--- config.mk ---
export PLATFORM = sky130hd
export DESIGN_NAME = fnv_hash_segment_distributor
export DESIGN_NICKNAME = d
export VERILOG_FILES = /design/src/hw/rtl/fhsd_pkg.sv /design/src/hw/rtl/fnv_hash_segment_distributor.sv /design/src/hw/rtl/fhsd_front.sv /design/src/hw/rtl/fhsd_queue.sv /design/src/hw/rtl/fhsd_back.sv
export SDC_FILE = /design/constraint.sdc
export NUM_CORES = 2
export LEC_CHECK = 0
export BUFFER_PORTS_ARGS = -buffer_cell sky130_fd_sc_hd__clkbuf_2
export CORE_MARGIN = 3
export CORE_UTILIZATION = 59
export CTS_BUF_LIST = sky130_fd_sc_hd__clkbuf_16
export DETAILED_ROUTE_END_ITERATION = 8
export PLACE_DENSITY = 0.9
export SYNTH_ARGS = -nofsm -noshare
export SYNTH_HDL_FRONTEND = slang
export SYNTH_SLANG_ARGS = --single-unit
--- constraint.sdc ---
create_clock -name clock -period 6.15 [get_ports clock]
set_clock_uncertainty 0.2 [all_clocks]
set_input_delay 0.3075 -clock clock [delete_from_list [all_inputs] [get_ports clock]]
set_output_delay 0.3075 -clock clock [all_outputs]
set_load 0.01 [all_outputs]
--- src/hw/rtl/fhsd_pkg.sv ---
package fhsd_pkg;

   // Hash constants.
   localparam logic [31:0] FNV_BASIS = 32'h811C_9DC5;
   localparam logic [31:0] FNV_PRIME = 32'h0100_0193;
   localparam logic [31:0] NULL_WORD = 32'hF0F0_F0F1;

   // Segment reduction sizing.
   localparam int MAX_SEGMENTS = 4096;
   localparam int SEG_W        = $clog2(MAX_SEGMENTS);
   localparam int REM_W        = SEG_W + 1;
   localparam int CNT_W        = 13;

   // Hash queue between the front and the back. The depth is a power of two.
   localparam int QUEUE_DEPTH = 4;
   localparam int QUEUE_AW    = $clog2(QUEUE_DEPTH);

   // Division step counter.
   localparam int DIV_STEPS = 32;
   localparam int DIV_CW    = $clog2(DIV_STEPS);

   // Item kinds.
   typedef enum logic [1:0] {
      ACT_KEY   = 2'd0,
      ACT_NULL  = 2'd1,
      ACT_NOKEY = 2'd2
   } action_type;

   // Configuration register indexes.
   typedef enum logic [1:0] {
      CSR_SEGMENT_COUNT     = 2'd0,
      CSR_HASH_VARIANT      = 2'd1,
      CSR_ROUND_ROBIN_START = 2'd2
   } csr_index_type;

   // Write side of the hash queue.
   typedef struct packed {
      logic        push;
      logic [31:0] hash;
   } q_wr_type;

   // Read side of the hash queue.
   typedef struct packed {
      logic        valid;
      logic [31:0] hash;
   } q_rd_type;

   // Load of the round-robin counter from the configuration port.
   typedef struct packed {
      logic        load;
      logic [31:0] value;
   } rr_load_type;

   // One FNV step: variant 0 multiplies then xors, variant 1 xors then multiplies.
   function automatic logic [31:0] fnv_mix(input logic [31:0] h, input logic [7:0] b,
                                           input logic variant);
      logic [31:0] x;
      if (variant) begin
         x = (h ^ {24'd0, b}) * FNV_PRIME;
      end else begin
         x = (h * FNV_PRIME) ^ {24'd0, b};
      end
      return x;
   endfunction

endpackage

--- src/hw/rtl/fnv_hash_segment_distributor.sv ---
// Key bytes and undefined items are handled in the front in the cycle they are taken; null and
// no-key items hold the front for four bytes, one FNV multiply per byte through the mix step.
// A tuple's result passes through the hash queue, the 32-step remainder divider and the output
// register. The divider takes a new tuple only after it has loaded the last result, and a
// four-entry hash queue absorbs bursts.
// Reset is synchronous and active high: hash at the offset basis, counter zero, queue empty.
module fnv_hash_segment_distributor
   import fhsd_pkg::*;
(
   input  logic             clock,
   input  logic             reset,
   input  logic             req_push,
   output logic             req_full,
   input  logic [1:0]       req_action,
   input  logic [7:0]       req_data_byte,
   input  logic             req_first_of_tuple,
   input  logic             req_last_of_tuple,
   output logic             rsp_empty,
   input  logic             rsp_pop,
   output logic [SEG_W-1:0] rsp_segment,
   output logic [31:0]      rsp_hash_value,
   input  logic             csr_we,
   input  logic [1:0]       csr_index,
   input  logic [31:0]      csr_wdata
);

   logic [CNT_W-1:0] segment_count_ff;
   logic             hash_variant_ff;
   rr_load_type      rr_load;
   q_wr_type         q_wr;
   q_rd_type         q_rd;
   logic             q_full;
   logic             q_pop;

   // Configuration writes.
   always_ff @(posedge clock) begin
      if (reset) begin
         segment_count_ff <= CNT_W'(1);
         hash_variant_ff  <= 1'b0;
      end else if (csr_we) begin
         case (csr_index_type'(csr_index))
            CSR_SEGMENT_COUNT: segment_count_ff <= csr_wdata[CNT_W-1:0];
            CSR_HASH_VARIANT:  hash_variant_ff  <= csr_wdata[0];
            default: begin
            end
         endcase
      end
   end

   // A write of the round-robin start also loads the counter.
   assign rr_load.load  = csr_we & (csr_index_type'(csr_index) == CSR_ROUND_ROBIN_START);
   assign rr_load.value = csr_wdata;

   fhsd_front u_front (
      .clock              (clock),
      .reset              (reset),
      .req_push           (req_push),
      .req_full           (req_full),
      .req_action         (req_action),
      .req_data_byte      (req_data_byte),
      .req_first_of_tuple (req_first_of_tuple),
      .req_last_of_tuple  (req_last_of_tuple),
      .hash_variant       (hash_variant_ff),
      .rr_load            (rr_load),
      .q_full             (q_full),
      .q_wr               (q_wr)
   );

   fhsd_queue u_queue (
      .clock  (clock),
      .reset  (reset),
      .q_wr   (q_wr),
      .q_full (q_full),
      .q_pop  (q_pop),
      .q_rd   (q_rd)
   );

   fhsd_back u_back (
      .clock          (clock),
      .reset          (reset),
      .q_rd           (q_rd),
      .q_pop          (q_pop),
      .segment_count  (segment_count_ff),
      .rsp_empty      (rsp_empty),
      .rsp_pop        (rsp_pop),
      .rsp_segment    (rsp_segment),
      .rsp_hash_value (rsp_hash_value)
   );

endmodule

--- src/hw/rtl/fhsd_front.sv ---
module fhsd_front
   import fhsd_pkg::*;
(
   input  logic        clock,
   input  logic        reset,
   input  logic        req_push,
   output logic        req_full,
   input  logic [1:0]  req_action,
   input  logic [7:0]  req_data_byte,
   input  logic        req_first_of_tuple,
   input  logic        req_last_of_tuple,
   input  logic        hash_variant,
   input  rr_load_type rr_load,
   input  logic        q_full,
   output q_wr_type    q_wr
);

   logic [31:0] hash_ff, hash_in;
   logic [31:0] rr_ff, rr_in;
   logic [31:0] word_ff, word_in;
   logic [1:0]  cnt_ff, cnt_in;
   logic        busy_ff, busy_in;
   logic        last_ff, last_in;
   logic        accept;
   logic [31:0] start;

   // A word item holds the front for four byte steps.
   assign req_full = busy_ff | q_full;
   assign accept   = req_push & ~req_full;
   assign start    = req_first_of_tuple ? FNV_BASIS : hash_ff;

   // Hash one byte per cycle unless stalled; a word item goes low byte first.
   always_comb begin
      hash_in    = hash_ff;
      rr_in      = rr_ff;
      word_in    = word_ff;
      cnt_in     = cnt_ff;
      busy_in    = busy_ff;
      last_in    = last_ff;
      q_wr.push  = 1'b0;
      q_wr.hash  = hash_in;
      if (busy_ff) begin
         // The last byte step of a tuple end waits while the queue has no room.
         if (~(last_ff & q_full & (cnt_ff == 2'd3))) begin
            hash_in = fnv_mix(hash_ff, word_ff[8*cnt_ff +: 8], hash_variant);
            cnt_in  = cnt_ff + 2'd1;
            if (cnt_ff == 2'd3) begin
               busy_in   = 1'b0;
               q_wr.push = last_ff;
            end
         end
      end else if (accept) begin
         case (action_type'(req_action))
            ACT_KEY: begin
               hash_in   = fnv_mix(start, req_data_byte, hash_variant);
               q_wr.push = req_last_of_tuple;
            end
            ACT_NULL: begin
               hash_in = fnv_mix(start, NULL_WORD[7:0], hash_variant);
               word_in = NULL_WORD;
               cnt_in  = 2'd1;
               busy_in = 1'b1;
               last_in = req_last_of_tuple;
            end
            ACT_NOKEY: begin
               hash_in = fnv_mix(start, rr_ff[7:0], hash_variant);
               word_in = rr_ff;
               rr_in   = rr_ff + 32'd1;
               cnt_in  = 2'd1;
               busy_in = 1'b1;
               last_in = req_last_of_tuple;
            end
            default: begin
               // An undefined action hashes nothing but still marks the tuple.
               hash_in   = start;
               q_wr.push = req_last_of_tuple;
            end
         endcase
      end
      if (rr_load.load) begin
         rr_in = rr_load.value;
      end
      q_wr.hash = hash_in;
   end

   // Control and hash state.
   always_ff @(posedge clock) begin
      if (reset) begin
         hash_ff <= FNV_BASIS;
         rr_ff   <= 32'd0;
         busy_ff <= 1'b0;
         cnt_ff  <= 2'd0;
      end else begin
         hash_ff <= hash_in;
         rr_ff   <= rr_in;
         busy_ff <= busy_in;
         cnt_ff  <= cnt_in;
      end
   end

   // Word and tuple-end mark of the item in progress.
   always_ff @(posedge clock) begin
      word_ff <= word_in;
      last_ff <= last_in;
   end

endmodule

--- src/hw/rtl/fhsd_queue.sv ---
module fhsd_queue
   import fhsd_pkg::*;
(
   input  logic     clock,
   input  logic     reset,
   input  q_wr_type q_wr,
   output logic     q_full,
   input  logic     q_pop,
   output q_rd_type q_rd
);

   logic [31:0]         mem [QUEUE_DEPTH];
   logic [QUEUE_AW-1:0] wr_ptr_ff, rd_ptr_ff;
   logic [QUEUE_AW:0]   count_ff, count_in;
   logic                do_push, do_pop;

   assign q_full   = (count_ff == (QUEUE_AW+1)'(QUEUE_DEPTH));
   assign do_push  = q_wr.push & ~q_full;
   assign do_pop   = q_pop & (count_ff != '0);
   assign q_rd.valid = (count_ff != '0);
   assign q_rd.hash  = mem[rd_ptr_ff];

   // Occupancy follows pushes and pops.
   always_comb begin
      count_in = count_ff;
      if (do_push & ~do_pop) begin
         count_in = count_ff + 1'b1;
      end else if (do_pop & ~do_push) begin
         count_in = count_ff - 1'b1;
      end
   end

   // Pointers wrap at the power-of-two depth.
   always_ff @(posedge clock) begin
      if (reset) begin
         wr_ptr_ff <= '0;
         rd_ptr_ff <= '0;
         count_ff  <= '0;
      end else begin
         if (do_push) begin
            wr_ptr_ff <= wr_ptr_ff + 1'b1;
         end
         if (do_pop) begin
            rd_ptr_ff <= rd_ptr_ff + 1'b1;
         end
         count_ff <= count_in;
      end
   end

   // Storage write.
   always_ff @(posedge clock) begin
      if (do_push) begin
         mem[wr_ptr_ff] <= q_wr.hash;
      end
   end

endmodule

--- src/hw/rtl/fhsd_back.sv ---
module fhsd_back
   import fhsd_pkg::*;
(
   input  logic             clock,
   input  logic             reset,
   input  q_rd_type         q_rd,
   output logic             q_pop,
   input  logic [CNT_W-1:0] segment_count,
   output logic             rsp_empty,
   input  logic             rsp_pop,
   output logic [SEG_W-1:0] rsp_segment,
   output logic [31:0]      rsp_hash_value
);

   typedef enum logic [2:0] {
      S_IDLE = 3'b001,
      S_DIV  = 3'b010,
      S_WAIT = 3'b100
   } state_type;

   state_type          state_ff, state_in;
   logic [31:0]        hash_ff;
   logic [31:0]        div_ff, div_in;
   logic [REM_W-1:0]   rem_ff, rem_in;
   logic [REM_W-1:0]   n_ff, n_in;
   logic [DIV_CW-1:0]  step_ff, step_in;
   logic               out_valid_ff, out_valid_in;
   logic               out_load;
   logic [REM_W-1:0]   trial;

   assign rsp_empty = ~out_valid_ff;
   assign q_pop     = (state_ff == S_IDLE) & q_rd.valid;
   assign trial     = {rem_ff[REM_W-2:0], div_ff[31]};
   assign out_load  = (state_ff == S_WAIT) & (~out_valid_ff | rsp_pop);

   // Effective segment count: zero acts as one, large counts saturate.
   always_comb begin
      if (segment_count == '0) begin
         n_in = REM_W'(1);
      end else if (32'(segment_count) > 32'(MAX_SEGMENTS)) begin
         n_in = REM_W'(MAX_SEGMENTS);
      end else begin
         n_in = REM_W'(segment_count);
      end
   end

   // Restoring division, one quotient bit per cycle; only the remainder is kept.
   always_comb begin
      state_in = state_ff;
      div_in   = div_ff;
      rem_in   = rem_ff;
      step_in  = step_ff;
      case (state_ff)
         S_IDLE: begin
            if (q_rd.valid) begin
               div_in   = q_rd.hash;
               rem_in   = '0;
               step_in  = '0;
               state_in = S_DIV;
            end
         end
         S_DIV: begin
            div_in  = {div_ff[30:0], 1'b0};
            rem_in  = (trial >= n_ff) ? (trial - n_ff) : trial;
            step_in = step_ff + 1'b1;
            if (step_ff == DIV_CW'(DIV_STEPS - 1)) begin
               state_in = S_WAIT;
            end
         end
         S_WAIT: begin
            if (out_load) begin
               state_in = S_IDLE;
            end
         end
         default: begin
            state_in = S_IDLE;
         end
      endcase
   end

   // The result register stays full until the transfer on the result side.
   always_comb begin
      out_valid_in = out_valid_ff;
      if (rsp_pop & out_valid_ff) begin
         out_valid_in = 1'b0;
      end
      if (out_load) begin
         out_valid_in = 1'b1;
      end
   end

   always_ff @(posedge clock) begin
      if (reset) begin
         state_ff     <= S_IDLE;
         out_valid_ff <= 1'b0;
         step_ff      <= '0;
      end else begin
         state_ff     <= state_in;
         out_valid_ff <= out_valid_in;
         step_ff      <= step_in;
      end
   end

   // Datapath registers.
   always_ff @(posedge clock) begin
      div_ff <= div_in;
      rem_ff <= rem_in;
      if (q_pop) begin
         hash_ff <= q_rd.hash;
         n_ff    <= n_in;
      end
      if (out_load) begin
         rsp_segment    <= rem_ff[SEG_W-1:0];
         rsp_hash_value <= hash_ff;
      end
   end

endmodule
==> flow_summary.toml, run 1 <==
[synthesis]
yosysTopAreaCell = "ha_1"
synth_top_area_frac = 0.226
netlist_top_cells_count = "inv_1, ha_1, fa_1, nand2_1, edfxtp_1"
synth_most_common_cell = "inv_1"
synth-edff-count = 294
synthDistinctLibCells = 91
synth-async-reset-ratio = 0
netlist_area_mm2 = 0.0434
ys.warnings.count = 0
syn_inst = 4394
ys_ff_latch = 393
yosysSeqAreaShare = 0.249
synth_nets = 5565
yosys-top-cells-area = "ha_1, edfxtp_1, fa_1"
avgSynthCellArea_um2 = 9.89
ys.flop_type = "edfxtp_1"

[placed_design]
pre_cts_ws_ns = -1.02
place_congestion = 1.07
io_buffers = 96
dpl_cell_area_mm2 = 0.0500
hpwl_mm = 119

[clocking]
cts_made_buffers = 40
cts.sinks = 393
clk_path_buf_depth = 3
clock-root-buffer = "clkbuf_16"
cts.htree.levels = 2

[sta]
worstEndpointGrtRepair = "u_queue.mem[2][29]$_DFFE_PP_/D"
worstEpCategory = "register data pin"

[floorplan]
die_h_um = 277
die_w_um = 277
initial_core_util = 0.602
io_pins = 97
placementRows = 98

[global_routing]
gr-total-overflow = 175
grt_max_degree = 70
grt.total_usage = 0.597

[run_status]
error = "[ERROR GRT-0232] Routing congestion too high. Check the congestion heatmap in the GUI."
outcome = "aborted with a tool error"
lastStage = "5_1_grt"
through the flow:
| step | instances | setup TNS, ns | hold slack (ns) | utilization |
|---|---|---|---|---|
| floorplan | 4394 | 0 | 0.200 | - |
| global placement | 5985 | -61.49 | 0.201 | 0.692 |
| detailed placement | 5985 | -69.68 | 0.205 | 0.692 |
| CTS | 6123 | -24.79 | 0.0222 | 0.736 |
routing by layer:
metal / track usage / GRT overflow
met5: 0.215 / 0
met4: 0.532 / 65
met3: 0.473 / 8
met2: 0.741 / 97
met1: 0.612 / 5
kinds of logic after synthesis:
logic type / synth area share
xor gates and xnor gates: 0.0526
adders and majority gates: 0.380
DFF: 0.249
and+or+nand+nor: 0.0957
muxes: 0.0266
AOI/OAI and AO/OA: 0.115
buffers and inverters: 0.0813
what timing repair did:
action / 4_1_cts
resized for setup: 248
hold endpoints to repair: 58
endpoints found under the setup margin: 110
buffers inserted: 35
pin swaps: 88
cloned: 0
hold buffers: 35
==> run 2: changes to the inputs <==
--- a/config.mk
+++ b/config.mk
@@ -7,10 +7,9 @@
 export LEC_CHECK = 0
 export BUFFER_PORTS_ARGS = -buffer_cell sky130_fd_sc_hd__clkbuf_2
 export CORE_MARGIN = 3
-export CORE_UTILIZATION = 59
-export CTS_BUF_LIST = sky130_fd_sc_hd__clkbuf_16
+export CORE_UTILIZATION = 40
 export DETAILED_ROUTE_END_ITERATION = 8
-export PLACE_DENSITY = 0.9
+export PLACE_DENSITY_LB_ADDON = 0.15
 export SYNTH_ARGS = -nofsm -noshare
 export SYNTH_HDL_FRONTEND = slang
 export SYNTH_SLANG_ARGS = --single-unit
==> constraint.sdc (replaced) <==
create_clock -name clock -period 8 [get_ports clock]
set_clock_uncertainty 0.2 [all_clocks]
set_input_delay 0.4 -clock clock [delete_from_list [all_inputs] [get_ports clock]]
set_output_delay 0.4 -clock clock [all_outputs]
set_load 0.01 [all_outputs]
==> run 2 against run 1 <==
The run now ends clean. Synthesized cell count unchanged. Area after synthesis unchanged.
==> flow_summary.toml, run 2 <==
[clocking]
postCtsSetupBuffers = 0
cts.sinks = 393
clock-root-buffer = "clkbuf_16"
clk_pin_slew_ns = 0.06
cts_tree = "built"
cts.htree.levels = 2
clk_path_buf_depth = 3
cts_made_buffers = 46
insertion_delay_ns = 0.59

[drt]
wire_per_inst_um = 23.2
drt-total-wl_mm = 140
vias = 32692
drc = 0
drtIter0Drc = 2533
viasPerCell = 5.42
drt.antenna.violating_nets = 0
firstDrtPassIters = 5

[global_routing]
grt_pass1_vias = 32947
grt.total_usage = 0.248
grt_max_degree = 65
antenna_found_initial = 1
gr-total-overflow = 0
grt_first_pass_wirelength_mm = 209

[synthesis]
yosys-top-cells-area = "ha_1, edfxtp_1, fa_1"
yosysTopAreaCell = "ha_1"
ys.warnings.count = 0
synthDistinctLibCells = 91
synth_top_area_frac = 0.226
ys_ff_latch = 393
yosysSeqAreaShare = 0.249
netlist_area_mm2 = 0.0434
synth_nets = 5565
ys.flop_type = "edfxtp_1"
avgSynthCellArea_um2 = 9.89
synth-edff-count = 294
synth-async-reset-ratio = 0
netlist_top_cells_count = "inv_1, ha_1, fa_1, nand2_1, edfxtp_1"
synth_most_common_cell = "inv_1"
syn_inst = 4394

[layout]
final_util = 0.450
layout-drive-gt1-share = 0.0893
nNetsFinal = 5759
multi_input_area_mm2 = 0.0292
fill_cells = 10320
areaGrowthSynthToFinish_pct = 11.1
regArea_mm2 = 0.0108
final_common_cell = "inv_1"
regMostFlops = "u_queue.mem"
final_cell_mix = "inv_1, ha_1, fa_1, nand2_1, edfxtp_1"
diodes = 0
largest_reg_flops = 128

[floorplan]
initial_core_util = 0.405
die_area_mm2 = 0.113
placementRows = 120
die_h_um = 336
io_pins = 97
die_w_um = 336
core_area_mm2 = 0.107

[critical_path]
reg2reg_depth = 22
worst_ep_arrival_time_ns = 7.77
r2r_slack_ns = 0.32
cp.required_ns = 8.09
r2r-end = "u_queue.mem[1][19]"
cp-start-kind = "flop"
critPathMaxFanout = 9
critPathCaptureType = "flop"
r2r-start = "u_front.hash_ff[9]"
criticalPathCategory = "flop to flop"

[min_path]
holdPathStages = 1
min_from = "req_last_of_tuple"
min_path_type = "primary input to flop"
hold_end = "u_front.last_ff"

[placed_design]
io_buffers = 96
place_congestion = 0.987
hpwl_mm = 116

[sta]
period_minus_slack_ns = 7.68
worst_pin_slew_ns = 1.19
timing.final.crit_share = 0.960
setup_viol = 0
fmax_mhz = 130
grt_setup_unrepaired = "no"
drv_slew = 0
finalHoldViolCount = 0
slew-limit-headroom = 0.199
fin_setup_tns_ns = 0

[flow_run]
drv_cap = 0

[run_status]
outcome = "complete, no violations"
run 2: critical path, cell delays in order (launching register included):
cell and delay [ns]:
dfxtp_1 0.48, nor2b_1 0.70, buf_4 0.38, ha_1 0.41, fa_1 0.49, ha_1 0.25, fa_1 0.49, ha_1 0.29
inv_1 0.05, fa_1 0.48, inv_1 0.05, ha_1 0.36, a21oi_1 0.28, o21ai_0 0.16, a22o_1 0.25, a21oi_1 0.16
buf_4 0.20, nand2_1 0.09, xnor2_1 0.15, o221ai_1 0.44, a221oi_1 0.29, buf_4 0.22, nor3_1 0.50
run 2: cell type report:
class                   count  area share
inverters                 822      0.0639
multi-input cells        3064       0.604
flip-flops and latches    393       0.224
repair buffers            261      0.0372
clock buffers              59      0.0265
clock inverters            27     0.00793
well taps                1403      0.0364
run 2: per-stage QoR:
stage | cells | hold WS, ns | setup WS (ns) | area, um2
floorplan | 4394 | 0.200 | 1.41 | 43400
global placement | 5912 | 0.201 | 0.129 | 46300
detailed placement | 5912 | 0.205 | 0.0428 | 46300
CTS | 6029 | 0.00549 | 0.205 | 48200
global route | 6029 | 0.00292 | 0.0425 | 48300
finish | 6029 | 0.0209 | 0.321 | 48300
run 2: cells by family after synthesis:
group	count (synthesis)	share of synthesized area
AOI/OAI and AO/OA	759	0.115
xor gates and xnor gates	255	0.0526
adders and majority gates	1120	0.380
buffers and inverters	937	0.0813
DFF	393	0.249
muxes	65	0.0266
and+or+nand+nor	865	0.0957
run 2: worst max-delay path by stage:
stage / from / to / slack [ns] / cells past startpoint
2_1_floorplan: req_first_of_tuple / u_queue.mem[0][31] / 1.41 / 25
3_3_place_gp: req_first_of_tuple / u_queue.mem[1][19] / 0.13 / 25
3_5_place_dp: req_first_of_tuple / u_queue.mem[1][19] / 0.04 / 25
4_1_cts: u_front.cnt_ff[0] / u_queue.mem[0][22] / 0.20 / 22
5_1_grt: u_front.cnt_ff[0] / u_queue.mem[1][23] / 0.04 / 24
6_report: u_front.hash_ff[9] / u_queue.mem[1][19] / 0.32 / 22
run 2: per-layer routing:
| layer | wire [um] | global-route usage | vias to the layer above | part of all wire |
|---|---|---|---|---|
| li1 | - | - | 15429 | - |
| met1 | 63100 | 0.341 | 16144 | 0.45 |
| met2 | 64700 | 0.409 | 911 | 0.46 |
| met3 | 7080 | 0.0272 | 208 | 0.051 |
| met4 | 5040 | 0.0808 | 0 | 0.036 |
| met5 | 0 | 0 | - | 0 |
run 2: repair_timing:
item | 4_1_cts | 5_1_grt
gates resized for setup | 0 | 5
endpoints found under the setup margin | 0 | 25
hold endpoints to repair | 43 | 0
hold buffers | 31 | 0
Power of run 2 is left out: the tool's default activity adds up to more than one toggle a clock period on the data nets, which glitch-free logic cannot reach.
